==> config.mk <==
export PLATFORM = sky130hd
export DESIGN_NAME = compass_heading_sector_top
export DESIGN_NICKNAME = d
export VERILOG_FILES = /design/src/design/chs_pkg.sv /design/src/design/chs_cordic_step.sv /design/src/design/chs_heading_post.sv /design/src/design/compass_heading_sector_top.sv
export SDC_FILE = /design/constraint.sdc
export NUM_CORES = 2
export LEC_CHECK = 0
export ABC_AREA = 1
export BUFFER_PORTS_ARGS = -buffer_cell sky130_fd_sc_hd__buf_2
export CAP_MARGIN = 25
export CORE_ASPECT_RATIO = 1.4
export CORE_MARGIN = 1
export CORE_UTILIZATION = 60
export CTS_CLUSTER_SIZE = 12
export DETAILED_ROUTE_END_ITERATION = 10
export PLACE_DENSITY = 0.73
export SLEW_MARGIN = 20
export SYNTH_ARGS = -nofsm -noshare
export SYNTH_HDL_FRONTEND = slang
export SYNTH_SLANG_ARGS = --single-unit
export TNS_END_PERCENT = 5
==> constraint.sdc <==
create_clock -name clock -period 7.7 [get_ports clock]
set_input_delay 0 -clock clock [delete_from_list [all_inputs] [get_ports clock]]
set_output_delay 0 -clock clock [all_outputs]
set_load 0.05 [all_outputs]
==> src/design/chs_pkg.sv <==
// Shared types, constants and the arctangent table for the compass heading block.
// No dependencies; every other design file refers to it by scoped names.
`default_nettype none

package chs_pkg;

   localparam int CORDIC_STEPS_DEFAULT = 16;
   localparam int ATAN_ENTRIES         = 24;

   // Field widths
   localparam int SAMPLE_W = 13;
   localparam int DECL_W   = 12;
   localparam int DEG_W    = 9;
   localparam int SECTOR_W = 4;

   // Datapath widths: samples scaled by 256, plus CORDIC gain headroom
   localparam int SCALE_SHIFT = 8;
   localparam int XY_W        = 24;
   localparam int Z_W         = 18;

   // Angle constants in 1/256 degree, sums in 1/2560 degree
   localparam logic signed [Z_W-1:0] HALF_TURN_Z = Z_W'(46080);
   localparam int FULL_TURN  = 921600;
   localparam int TOTAL_W    = 22;
   localparam int WRAP1_W    = 21;
   localparam int WRAP_W     = 20;
   localparam logic [TOTAL_W-1:0] TWO_TURNS = TOTAL_W'(2 * FULL_TURN);
   localparam logic [WRAP1_W-1:0] ONE_TURN  = WRAP1_W'(FULL_TURN);

   // Divide by 2560: drop 9 bits, then multiply by a reciprocal of 5
   localparam int DIV512_SHIFT = 9;
   localparam int QUOT_W       = WRAP_W - DIV512_SHIFT;
   localparam int DEG_RECIP_W  = 13;
   localparam int DEG_RECIP_SH = 15;
   localparam logic [DEG_RECIP_W-1:0] DEG_RECIP = DEG_RECIP_W'(6554);

   // Divide by 30 for the sector index
   localparam int SEC_RECIP_W  = 12;
   localparam int SEC_RECIP_SH = 16;
   localparam logic [SEC_RECIP_W-1:0] SEC_RECIP = SEC_RECIP_W'(2185);
   localparam logic [DEG_W-1:0] DEG_FULL        = DEG_W'(360);
   localparam logic [DEG_W-1:0] DEG_LAST_SECTOR = DEG_W'(330);
   localparam logic [SECTOR_W-1:0] SECTOR_NONE  = SECTOR_W'(11);

   // Register map
   localparam int CSR_ADDR_W = 3;
   localparam int CSR_DATA_W = 32;
   localparam logic [0:0] REG_DECLINATION = 1'b0;
   localparam logic signed [DECL_W-1:0] DECL_RESET = DECL_W'(-296);

   typedef struct packed {
      logic                   zero;
      logic signed [XY_W-1:0] x;
      logic signed [XY_W-1:0] y;
      logic signed [Z_W-1:0]  z;
   } cordic_beat_type;

   // round(atan(2^-i) * 256 * 180 / pi)
   function automatic logic signed [Z_W-1:0] atan_angle(input int idx);
      logic signed [Z_W-1:0] a;
      case (idx)
         0:  a = Z_W'(11520);
         1:  a = Z_W'(6801);
         2:  a = Z_W'(3593);
         3:  a = Z_W'(1824);
         4:  a = Z_W'(916);
         5:  a = Z_W'(458);
         6:  a = Z_W'(229);
         7:  a = Z_W'(115);
         8:  a = Z_W'(57);
         9:  a = Z_W'(29);
         10: a = Z_W'(14);
         11: a = Z_W'(7);
         12: a = Z_W'(4);
         13: a = Z_W'(2);
         14: a = Z_W'(1);
         default: a = '0;
      endcase
      return a;
   endfunction

endpackage

`default_nettype wire

==> src/design/chs_cordic_step.sv <==
// One registered CORDIC vectoring iteration with a fixed shift.
// Depends on chs_pkg for the beat type and the arctangent table.
`default_nettype none

module chs_cordic_step #(
   parameter int STEP = 0
) (
   input  wire logic                    clock,
   input  wire logic                    reset,
   input  wire logic                    valid_in,
   input  wire chs_pkg::cordic_beat_type beat_in,
   output logic                         valid_out,
   output chs_pkg::cordic_beat_type     beat_out
);

   localparam logic signed [chs_pkg::Z_W-1:0] ANGLE = chs_pkg::atan_angle(STEP);

   logic                      valid_ff;
   chs_pkg::cordic_beat_type  beat_ff;
   chs_pkg::cordic_beat_type  beat_in_c;
   logic signed [chs_pkg::XY_W-1:0] xs;
   logic signed [chs_pkg::XY_W-1:0] ys;

   always_comb begin
      xs = beat_in.x >>> STEP;
      ys = beat_in.y >>> STEP;
      beat_in_c = beat_in;
      // rotate toward the x axis
      if (!beat_in.y[chs_pkg::XY_W-1]) begin
         beat_in_c.x = beat_in.x + ys;
         beat_in_c.y = beat_in.y - xs;
         beat_in_c.z = beat_in.z + ANGLE;
      end else begin
         beat_in_c.x = beat_in.x - ys;
         beat_in_c.y = beat_in.y + xs;
         beat_in_c.z = beat_in.z - ANGLE;
      end
   end

   always_ff @(posedge clock) begin
      if (reset) begin
         valid_ff <= 1'b0;
      end else begin
         valid_ff <= valid_in;
      end
   end

   always_ff @(posedge clock) begin
      beat_ff <= beat_in_c;
   end

   assign valid_out = valid_ff;
   assign beat_out  = beat_ff;

endmodule

`default_nettype wire

==> src/design/chs_heading_post.sv <==
// Post-processing pipeline: declination add, turn wrap, degrees and sector index.
// Depends on chs_pkg for widths and reciprocal constants.
`default_nettype none

module chs_heading_post (
   input  wire logic                                  clock,
   input  wire logic                                  reset,
   input  wire logic                                  valid_in,
   input  wire logic                                  zero_in,
   input  wire logic signed [chs_pkg::Z_W-1:0]        angle_in,
   input  wire logic signed [chs_pkg::DECL_W-1:0]     decl_in,
   output logic                                       strobe_out,
   output logic [chs_pkg::DEG_W-1:0]                  heading_out,
   output logic [chs_pkg::SECTOR_W-1:0]               sector_out
);

   localparam int SUM_W   = chs_pkg::TOTAL_W + 1;
   localparam int DPROD_W = chs_pkg::QUOT_W + chs_pkg::DEG_RECIP_W;
   localparam int SPROD_W = chs_pkg::DEG_W + chs_pkg::SEC_RECIP_W;

   logic [4:0] valid_ff;

   logic [chs_pkg::TOTAL_W-1:0]  total_ff, total_in;
   logic [chs_pkg::WRAP1_W-1:0]  wrap1_ff, wrap1_in;
   logic [chs_pkg::WRAP_W-1:0]   wrap2_ff, wrap2_in;
   logic [chs_pkg::DEG_W-1:0]    deg_ff, deg_in;
   logic [chs_pkg::DEG_W-1:0]    heading_ff;
   logic [chs_pkg::SECTOR_W-1:0] sector_ff, sector_in;

   logic signed [SUM_W-1:0]  angle_ext;
   logic signed [SUM_W-1:0]  decl_ext;
   logic signed [SUM_W-1:0]  sum;
   logic [DPROD_W-1:0]       deg_prod;
   logic [chs_pkg::DEG_W-1:0] deg_m1;
   logic [SPROD_W-1:0]       sec_prod;

   always_comb begin
      // a zero vector has no bearing; count it as angle 0
      angle_ext = zero_in ? '0 : SUM_W'(angle_in);
      decl_ext  = SUM_W'(decl_in);
      // offset by two turns so the sum is never negative
      sum = (angle_ext <<< 3) + (angle_ext <<< 1) + (decl_ext <<< 8)
            + SUM_W'(chs_pkg::TWO_TURNS);
      total_in = sum[chs_pkg::TOTAL_W-1:0];

      if (total_ff >= chs_pkg::TWO_TURNS) begin
         wrap1_in = chs_pkg::WRAP1_W'(total_ff - chs_pkg::TWO_TURNS);
      end else begin
         wrap1_in = chs_pkg::WRAP1_W'(total_ff);
      end

      if (wrap1_ff >= chs_pkg::ONE_TURN) begin
         wrap2_in = chs_pkg::WRAP_W'(wrap1_ff - chs_pkg::ONE_TURN);
      end else begin
         wrap2_in = chs_pkg::WRAP_W'(wrap1_ff);
      end

      deg_prod = DPROD_W'(wrap2_ff[chs_pkg::WRAP_W-1:chs_pkg::DIV512_SHIFT])
                 * DPROD_W'(chs_pkg::DEG_RECIP);
      deg_in = deg_prod[chs_pkg::DEG_RECIP_SH +: chs_pkg::DEG_W];

      deg_m1   = deg_ff - chs_pkg::DEG_W'(1);
      sec_prod = SPROD_W'(deg_m1) * SPROD_W'(chs_pkg::SEC_RECIP);
      if (deg_ff != '0 && deg_ff <= chs_pkg::DEG_LAST_SECTOR) begin
         sector_in = sec_prod[chs_pkg::SEC_RECIP_SH +: chs_pkg::SECTOR_W];
      end else begin
         sector_in = chs_pkg::SECTOR_NONE;
      end
   end

   always_ff @(posedge clock) begin
      if (reset) begin
         valid_ff <= '0;
      end else begin
         valid_ff <= {valid_ff[3:0], valid_in};
      end
   end

   always_ff @(posedge clock) begin
      total_ff   <= total_in;
      wrap1_ff   <= wrap1_in;
      wrap2_ff   <= wrap2_in;
      deg_ff     <= deg_in;
      heading_ff <= deg_ff;
      sector_ff  <= sector_in;
   end

   assign strobe_out  = valid_ff[4];
   assign heading_out = heading_ff;
   assign sector_out  = sector_ff;

endmodule

`default_nettype wire

==> src/design/compass_heading_sector_top.sv <==
// Top level of the compass heading block: pre-rotation, CORDIC pipeline, post-processing, CSR.
// Depends on chs_pkg, chs_cordic_step and chs_heading_post.
`default_nettype none

// Compass heading and LED sector from one X/Y magnetometer sample.
// Input: drive req_x_field / req_y_field and pulse start; the beat is taken
// at a rising edge with start high. busy stays low: the pipeline takes a new
// beat every cycle, so throughput is one sample per clock.
// Output: rsp_strobe is high for one cycle with rsp_heading_degrees (0..359)
// and rsp_sector_index (0..11). The receiver cannot hold results off, and
// none needs to: every beat leaves exactly CORDIC_STEPS + 6 cycles after it
// was taken (22 at the default of 16 steps), in order. The figure is one
// register for the pre-rotation, one per CORDIC iteration, and five for the
// declination add, the two turn-wrap compares, the divide to degrees and
// the sector lookup.
// Configuration: APB register 0 (byte address 0) holds the signed
// declination in tenths of a degree; write it while no beat is in flight.
// Reset: synchronous, clears all in-flight beats and sets the declination
// to -29.6 degrees.
module compass_heading_sector_top #(
   parameter int CORDIC_STEPS = chs_pkg::CORDIC_STEPS_DEFAULT
) (
   input  wire logic                                 clock,
   input  wire logic                                 reset,
   input  wire logic                                 start,
   output logic                                      busy,
   input  wire logic signed [chs_pkg::SAMPLE_W-1:0]  req_x_field,
   input  wire logic signed [chs_pkg::SAMPLE_W-1:0]  req_y_field,
   output logic                                      rsp_strobe,
   output logic [chs_pkg::DEG_W-1:0]                 rsp_heading_degrees,
   output logic [chs_pkg::SECTOR_W-1:0]              rsp_sector_index,
   input  wire logic                                 psel,
   input  wire logic                                 penable,
   input  wire logic                                 pwrite,
   input  wire logic [chs_pkg::CSR_ADDR_W-1:0]       paddr,
   input  wire logic [chs_pkg::CSR_DATA_W-1:0]       pwdata,
   output logic [chs_pkg::CSR_DATA_W-1:0]            prdata,
   output logic                                      pready
);

   localparam int PIPE_DEPTH = CORDIC_STEPS + 6;

   logic signed [chs_pkg::DECL_W-1:0] decl_ff;
   logic                              csr_write;
   logic                              csr_hit;

   logic                              pre_valid_ff;
   chs_pkg::cordic_beat_type          pre_beat_ff, pre_beat_in;
   logic signed [chs_pkg::XY_W-1:0]   x_scaled, y_scaled;

   logic                              stage_valid [0:CORDIC_STEPS];
   chs_pkg::cordic_beat_type          stage_beat  [0:CORDIC_STEPS];

   // ---- configuration port ----
   assign pready    = 1'b1;
   assign csr_hit   = (paddr[2] == chs_pkg::REG_DECLINATION);
   assign csr_write = psel && penable && pwrite && pready && csr_hit;

   always_ff @(posedge clock) begin
      if (reset) begin
         decl_ff <= chs_pkg::DECL_RESET;
      end else if (csr_write) begin
         decl_ff <= pwdata[chs_pkg::DECL_W-1:0];
      end
   end

   always_comb begin
      if (csr_hit) begin
         prdata = chs_pkg::CSR_DATA_W'(decl_ff);
      end else begin
         prdata = '0;
      end
   end

   // ---- pre-rotation into the right half plane ----
   assign busy = 1'b0;

   always_comb begin
      x_scaled = chs_pkg::XY_W'(req_x_field) <<< chs_pkg::SCALE_SHIFT;
      y_scaled = chs_pkg::XY_W'(req_y_field) <<< chs_pkg::SCALE_SHIFT;
      pre_beat_in.zero = (req_x_field == '0) && (req_y_field == '0);
      if (x_scaled[chs_pkg::XY_W-1]) begin
         pre_beat_in.x = -x_scaled;
         pre_beat_in.y = -y_scaled;
         pre_beat_in.z = y_scaled[chs_pkg::XY_W-1] ? -chs_pkg::HALF_TURN_Z
                                                   : chs_pkg::HALF_TURN_Z;
      end else begin
         pre_beat_in.x = x_scaled;
         pre_beat_in.y = y_scaled;
         pre_beat_in.z = '0;
      end
   end

   always_ff @(posedge clock) begin
      if (reset) begin
         pre_valid_ff <= 1'b0;
      end else begin
         pre_valid_ff <= start && !busy;
      end
   end

   always_ff @(posedge clock) begin
      pre_beat_ff <= pre_beat_in;
   end

   assign stage_valid[0] = pre_valid_ff;
   assign stage_beat[0]  = pre_beat_ff;

   // ---- CORDIC iterations, one register stage each ----
   for (genvar i = 0; i < CORDIC_STEPS; i++) begin : g_step
      chs_cordic_step #(
         .STEP (i)
      ) u_step (
         .clock     (clock),
         .reset     (reset),
         .valid_in  (stage_valid[i]),
         .beat_in   (stage_beat[i]),
         .valid_out (stage_valid[i+1]),
         .beat_out  (stage_beat[i+1])
      );
   end

   // ---- declination, wrap, degrees, sector ----
   chs_heading_post u_post (
      .clock       (clock),
      .reset       (reset),
      .valid_in    (stage_valid[CORDIC_STEPS]),
      .zero_in     (stage_beat[CORDIC_STEPS].zero),
      .angle_in    (stage_beat[CORDIC_STEPS].z),
      .decl_in     (decl_ff),
      .strobe_out  (rsp_strobe),
      .heading_out (rsp_heading_degrees),
      .sector_out  (rsp_sector_index)
   );

`ifndef SYNTHESIS
   a_latency: assert property (@(posedge clock) disable iff (reset)
      (start && !busy) |-> ##PIPE_DEPTH rsp_strobe)
      else $error("accepted beat did not produce a result on time");

   a_heading_range: assert property (@(posedge clock) disable iff (reset)
      rsp_strobe |-> (rsp_heading_degrees < chs_pkg::DEG_FULL))
      else $error("heading out of range");

   a_north_sector: assert property (@(posedge clock) disable iff (reset)
      (rsp_strobe && (rsp_heading_degrees == '0
                      || rsp_heading_degrees > chs_pkg::DEG_LAST_SECTOR))
      |-> (rsp_sector_index == chs_pkg::SECTOR_NONE))
      else $error("sector wrong for heading near north");

   a_sector_match: assert property (@(posedge clock) disable iff (reset)
      (rsp_strobe && rsp_heading_degrees != '0
       && rsp_heading_degrees <= chs_pkg::DEG_LAST_SECTOR)
      |-> (rsp_sector_index < chs_pkg::SECTOR_NONE))
      else $error("sector index out of range for lit heading");
`endif

endmodule

`default_nettype wire
* Yosys cells after proc, flatten, opt, wreduce, memory -nomap -nowiden
Index checks and enable logic that the tools add are counted.
** Word-level totals
- Output and inout bits :: 48
- Bits in read-only memories :: 0
- Memories kept :: 0
- Latch bits :: 0
- Memory bits (writable) :: 0
- Bits in registers :: 1162
- Word-level logic and storage cells :: 223
** Cells by class
- Divide/modulo/power cells :: 0
- Mux-type cells :: 21
- Equal/unequal tests :: 0
- Reduce and logical (&&, ||, !) cells :: 8
- Bitwise logic cells :: 1
- Shifts and indexed selects :: 0
- Multiply operators :: 2
- Magnitude comparators :: 3
- Add/subtract/negate cells :: 97
** Operators with widths (count)
- two-way mux 66 bit :: 15
- two-way mux 62 bit :: 1
- adder 24 x 10 -> 24 bit :: 2
- adder 24 x 11 -> 24 bit :: 2
- adder 24 x 12 -> 24 bit :: 2
- adder 24 x 13 -> 24 bit :: 2
- adder 24 x 14 -> 24 bit :: 2
- adder 24 x 15 -> 24 bit :: 2
- adder 24 x 16 -> 24 bit :: 2
- adder 24 x 17 -> 24 bit :: 2
- adder 24 x 18 -> 24 bit :: 2
- adder 24 x 19 -> 24 bit :: 2
- adder 24 x 20 -> 24 bit :: 2
- adder 24 x 21 -> 24 bit :: 2
- adder 24 x 22 -> 24 bit :: 2
- adder 24 x 23 -> 24 bit :: 2
- negation 21 -> 24 bit :: 2
- subtractor 24 x 10 -> 24 bit :: 2
- subtractor 24 x 11 -> 24 bit :: 2
- subtractor 24 x 12 -> 24 bit :: 2
- subtractor 24 x 13 -> 24 bit :: 2
- subtractor 24 x 14 -> 24 bit :: 2
- subtractor 24 x 15 -> 24 bit :: 2
- subtractor 24 x 16 -> 24 bit :: 2
- other kinds (55) :: 72

* Logic depth before layout (Yosys ltp)
- Word-level depth :: 4
- Mapped depth :: 22

* Cells and area by module
Synthesis repeated with hierarchy kept, for this count alone.
** Unflattened totals
- Cells, all modules :: 18374
- Area, all modules :: 113879.2 um2
** Modules (own cells, without submodules)
- chs_cordic_step at g_step[0].u_step :: cells each 1200, times used 1, area an instance 7101.8 um2, seq. area each 1341.3 um2
- chs_cordic_step at g_step[1].u_step :: cells each 1171, times used 1, area an instance 7011.7 um2, seq. area each 1361.3 um2
- chs_heading_post :: cells each 856, times used 1, area an instance 7006.7 um2, seq. area each 1581.5 um2
- chs_cordic_step at g_step[2].u_step :: cells each 1139, times used 1, area an instance 6882.9 um2, seq. area each 1361.3 um2
- chs_cordic_step at g_step[5].u_step :: cells each 1089, times used 1, area an instance 6702.7 um2, seq. area each 1361.3 um2
- chs_cordic_step at g_step[7].u_step :: cells each 1079, times used 1, area an instance 6642.6 um2, seq. area each 1361.3 um2
- chs_cordic_step at g_step[9].u_step :: cells each 1117, times used 1, area an instance 6632.6 um2, seq. area each 1361.3 um2
- chs_cordic_step at g_step[6].u_step :: cells each 1102, times used 1, area an instance 6628.9 um2, seq. area each 1361.3 um2
- chs_cordic_step at g_step[11].u_step :: cells each 1074, times used 1, area an instance 6558.8 um2, seq. area each 1361.3 um2
- chs_cordic_step at g_step[4].u_step :: cells each 1066, times used 1, area an instance 6525.0 um2, seq. area each 1361.3 um2
- chs_cordic_step at g_step[10].u_step :: cells each 1083, times used 1, area an instance 6497.5 um2, seq. area each 1361.3 um2
- chs_cordic_step at g_step[8].u_step :: cells each 1062, times used 1, area an instance 6486.2 um2, seq. area each 1361.3 um2
- chs_cordic_step at g_step[3].u_step :: cells each 1028, times used 1, area an instance 6462.4 um2, seq. area each 1361.3 um2
- chs_cordic_step at g_step[14].u_step :: cells each 1050, times used 1, area an instance 6408.6 um2, seq. area each 1361.3 um2
- +4 rows

* Worst setup path before layout
Ideal clock, no wire load.
- Path kind :: register to register
- Start :: register u_post.wrap2_ff[18] (netlist bit)
- End :: register u_post.deg_ff[3] (netlist bit)
- Cell stages (with the launch flop) :: 18
- Data required time :: 7.578 ns
- Path slack :: 3.701 ns
- Clock period less this slack :: 3.999 ns
- Arrival :: 3.877 ns
- Library setup time :: 0.122 ns
- Buffers on the path :: 0
- Cells stage by stage :: dfxtp_1 > inv_1 > ha_1 > inv_1 > fa_1 > fa_1 > inv_1 > fa_1 > fa_1 > inv_1 > ha_1 > a21oi_1 > o21ai_0 > a21oi_1 > nand2_1 > nand2_1 > nand2_1 > xor2_1
** Between the ends
- Longest elaborated chain between the ends :: 1
** Ends and longest elaborated chain
- from (decl) :: line chs_heading_post.sv:25 : logic [chs_pkg::WRAP_W-1:0] wrap2_ff, wrap2_in;
- from (signal assigned) :: line chs_heading_post.sv:82 : wrap2_ff <= wrap2_in;
- multiplier 11 x 12 -> 23 bit :: line chs_heading_post.sv:59 : * DPROD_W'(chs_pkg::DEG_RECIP);
- net u_post.deg_prod[18] :: line chs_heading_post.sv:33 : logic [DPROD_W-1:0] deg_prod;
- to (signal assigned) :: line chs_heading_post.sv:83 : deg_ff <= deg_in;
- to (decl) :: line chs_heading_post.sv:26 : logic [chs_pkg::DEG_W-1:0] deg_ff, deg_in;
The timed path passes the listed nets, and every way through them passes these cells.
A chain may end at the register's enable or synchronous reset.

* Worst setup path after layout
- Start :: register u_post.wrap2_ff[16] (netlist bit)
- End :: register u_post.deg_ff[8] (netlist bit)
Same word-level chain as after synthesis.

==> run_results.csv <==
group,metric,value,unit
worst_setup_path,critical-path-max-stage-delay,0.59,ns
hold_path,hold-path-cell-count,4,
clocking,insertion_delay,0.75,ns
detailed_routing,vias,73100,
flow_run,maxCapViolations,0,
detailed_routing,wl_met1,86400,um
final_layout,final_nets,12300,
floorplan,die_w,305,um
worst_setup_path,crit_buf_inv,4,
timing,period_share,0.558,
grt,antenna_found_initial,1,
detailed_routing,wl_met3,9890,um
worst_setup_path,cp_data_arrival_time,4.93,ns
place,gp_congestion,1.03,
detailed_routing,drtAntennaViolNets,0,
final_layout,area_growth,8.50,%
worst_setup_path,r2r-end,"u_post.deg_ff[8]",
timing,clock_skew,0.0281,ns
synthesis,seq_area_frac_synth,0.254,
timing,slew_headroom,0.350,
clocking,htree_levels,3,
hold_path,worstHoldPathType,"input port to register",
synthesis,syn_inst,10900,
place,post-place-ws,3.37,ns
floorplan,dieHeight,427,um
worst_setup_path,cp_max_fo,5,
worst_setup_path,path_class,"register to register",
timing,worstMarginPinSlew,0.973,ns
floorplan,coreArea,128000,sq um
detailed_routing,top_layer,"met4",
worst_setup_path,cp_cell_sequence,"ha_1 -> inv_1 -> fa_1 -> inv_1 -> fa_1 -> inv_1 -> fa_1 -> inv_1 -> fa_1 -> ha_1 -> a21oi_1 -> o21ai_0 -> o21ai_0 -> nand3_1 -> nand2_1 -> nand2_1",
worst_setup_path,required,8.33,ns
detailed_routing,first_pass_iters,8,
synthesis,synthArstFlopShare,0,
grt,grt_max_degree,39,
detailed_routing,drt-initial-drc-count,4898,
synthesis,synthDistinctLibCells,64,
grt,grt_use_total,0.342,
final_layout,final_area,83800,sq um
timing,setup_tns,0,ns
floorplan,num_rows,155,
worst_setup_path,slowest_stage,"fa_1",
synthesis,synth.avg_cell_area,7.06,sq um
worst_setup_path,rr_worst_depth,16,
synthesis,syn_area,77300,sq um
timing,rsz0062_at_grt,"no",
timing,drv_slew,0,
worst_setup_path,r2r_setup_slack,3.41,ns
hold_path,min_from,"req_y_field[12]",
worst_setup_path,endpoint_kind,"register",
clocking,clock_path_buffers,3,
timing,max_freq,233,MHz
timing,hold_violations,0,
detailed_routing,wl_per_cell,17.5,um
detailed_routing,vias_per_cell,5.68,
detailed_routing,drc,0,
place,port-buffer-count,90,
worst_setup_path,crit_family,"adder cells",
floorplan,initial_core_util,0.606,
detailed_routing,wl_met2,112000,um
clocking,cts_setup_buffers,0,
timing,min_period,4.29,ns
detailed_routing,routed_wl,226000,um
clocking,cts_tree,"built",
synthesis,synth-edff-count,0,
synthesis,ys_seq_elements,980,
floorplan,io-pin-count,115,
floorplan,dieArea,130000,sq um
synthesis,synth_flop_cell,"dfxtp_1",
grt,overflow,0,
clocking,path_clk_slew,0.06,ns
grt,grt_pass1_wl,362000,um
synthesis,yosys_warnings,0,
place,dpl.hpwl,184000,um
run_status,status,"complete, no violations",
place,placed_area,79400,sq um
timing,finalSetupViolations,0,
clocking,cts_sinks,980,
timing,setup_ws,3.41,ns
hold_path,min_to,"pre_beat_ff[16]",
worst_setup_path,timing.rr.start,"u_post.wrap2_ff[16]",
worst_setup_path,cp-start-kind,"register",
grt,grt_pass1_vias,72500,
clocking,root_buffer,"clkbuf_16",
clocking,cts_buffers,105,
final_layout,drive_gt1_frac,0.0363,
worst register-to-register path, delay by kind of cell, from the launching register on:
| family | cells | cell delay [ns] |
|---|---|---|
| AND/OR/NAND/NOR | 3 | 0.23 |
| AO/OA/AOI/OAI | 3 | 0.65 |
| flip-flops | 1 | 0.43 |
| adder cells (fa/ha/maj) | 6 | 2.61 |
| buffers and inverters | 4 | 0.28 |
cells in the final DEF (no fill, tap or decap), types with 94 or more instances in the layout:
cell           Yosys  final
dfxtp_1          980    980
ha_1             953    953
xor2_1           737    737
nand2_1         2265   2265
nor3_1           168    168
nand4_1          158    158
inv_1           1420   1420
xnor2_1          230    230
dlygate4sd3_1      0     94
o21ai_0          541    541
a21oi_1          925    925
clkbuf_16          0    107
nand3_1          652    652
nor2_1          1090   1090
area by class of cell:
cell class	instances	area (sq um)
Multi-Input combinational cell	8443	51800
Clock inverter	34	470
Tap cell	1648	2060
Clock buffer	141	2990
Inverter	1433	5380
Antenna cell	1	2.50
Timing Repair Buffer	199	1520
Fill cell	11400	43800
Sequential cell	980	19600
synth_stat cells, types with 4 or more instances:
cell / n / area share
nand2_1: 2265 / 0.11
inv_1: 1420 / 0.069
nor2_1: 1090 / 0.053
dfxtp_1: 980 / 0.25
ha_1: 953 / 0.15
a21oi_1: 925 / 0.060
xor2_1: 737 / 0.084
nand3_1: 652 / 0.042
o21ai_0: 541 / 0.035
xnor2_1: 230 / 0.026
nor3_1: 168 / 0.011
nand4_1: 158 / 0.013
fa_1: 85 / 0.022
o21bai_1: 76 / 0.0074
a21o_1: 72 / 0.0070
a31oi_1: 62 / 0.0050
o21ai_1: 54 / 0.0035
clkbuf_1: 47 / 0.0023
o31ai_1: 37 / 0.0036
nand3b_1: 36 / 0.0035
or2_2: 31 / 0.0025
o21a_1: 28 / 0.0027
a21boi_0: 26 / 0.0025
o211ai_1: 26 / 0.0025
o21ai_2: 26 / 0.0029
nor4_1: 25 / 0.0020
buf_4: 24 / 0.0023
nor3_2: 21 / 0.0027
buf_2: 20 / 0.0013
and2_1: 13 / 0.0011
nand2_2: 13 / 0.0011
nor3b_1: 12 / 0.0012
a211oi_1: 11 / 0.0011
nor2_2: 11 / 0.00089
inv_2: 10 / 0.00049
nand3_2: 8 / 0.0010
o2111ai_1: 7 / 0.00079
nor3_4: 5 / 0.0011
and3_1: 4 / 0.00032
buf_1: 4 / 0.00019
nor2_4: 4 / 0.00058
registers in the layout, indices dropped and copies added, names as in the netlist:
name / flops
g_step.u_step.beat_out: 838
pre_beat_ff: 36
u_post.total_ff: 20
u_post.wrap1_ff: 19
g_step.u_step.valid_out: 16
decl_ff: 12
u_post.wrap2_ff: 11
u_post.deg_ff: 9
u_post.heading_out: 9
u_post.valid_ff: 5
u_post.sector_out: 4
pre_valid_ff: 1
metrics by stage:
stage / util / std cells / hold slack, ns
floorplan: - / 11000 / 0.0277
global placement: 0.622 / 12600 / 0.157
detailed placement: 0.622 / 12600 / 0.160
CTS: 0.657 / 12900 / 0.00354
global route: 0.657 / 12900 / 0.103
finish: 0.657 / 12900 / 0.0727
routing by layer:
layer  vias up  track usage
li1      36400            -
met1     33600        0.362
met2      2257        0.628
met3       839       0.0374
met4         0        0.247
met5         -            0
cells by family (layout without fill, tap and decap cells):
| family | after synthesis | count (layout) | share of synthesized area |
|---|---|---|---|
| AND/OR/NAND/NOR | 4530 | 4530 | 0.249 |
| buffers and inverters | 1529 | 1807 | 0.0759 |
| XOR/XNOR | 968 | 968 | 0.110 |
| AO/OA/AOI/OAI | 1900 | 1900 | 0.135 |
| multiplexers | 2 | 2 | 0.000259 |
| adder cells (fa/ha/maj) | 1038 | 1038 | 0.176 |
| other | 2 | 6 | 0.0000972 |
| flip-flops | 980 | 980 | 0.254 |
repair_timing:
item | CTS | global route
endpoints found under the hold margin | 67 | 0
gates resized for setup | 0 | 0
setup endpoints to repair | 0 | 0
hold buffers | 94 | 0
worst max path at each step:
stage	from	end	slack [ns]	depth (start not counted)
2_1_floorplan	u_post.wrap2_ff[18]	u_post.deg_ff[3]	3.70	17
3_3_place_gp	u_post.wrap2_ff[18]	u_post.deg_ff[5]	3.37	17
3_5_place_dp	u_post.wrap2_ff[18]	u_post.deg_ff[8]	3.37	18
4_1_cts	u_post.wrap2_ff[18]	u_post.deg_ff[8]	3.36	18
5_1_grt	u_post.wrap2_ff[16]	u_post.deg_ff[8]	3.06	16
6_report	u_post.wrap2_ff[16]	u_post.deg_ff[8]	3.41	16
Power is left out: the tool's default activity adds up to more than one toggle a clock period on the data nets, which glitch-free logic cannot reach.
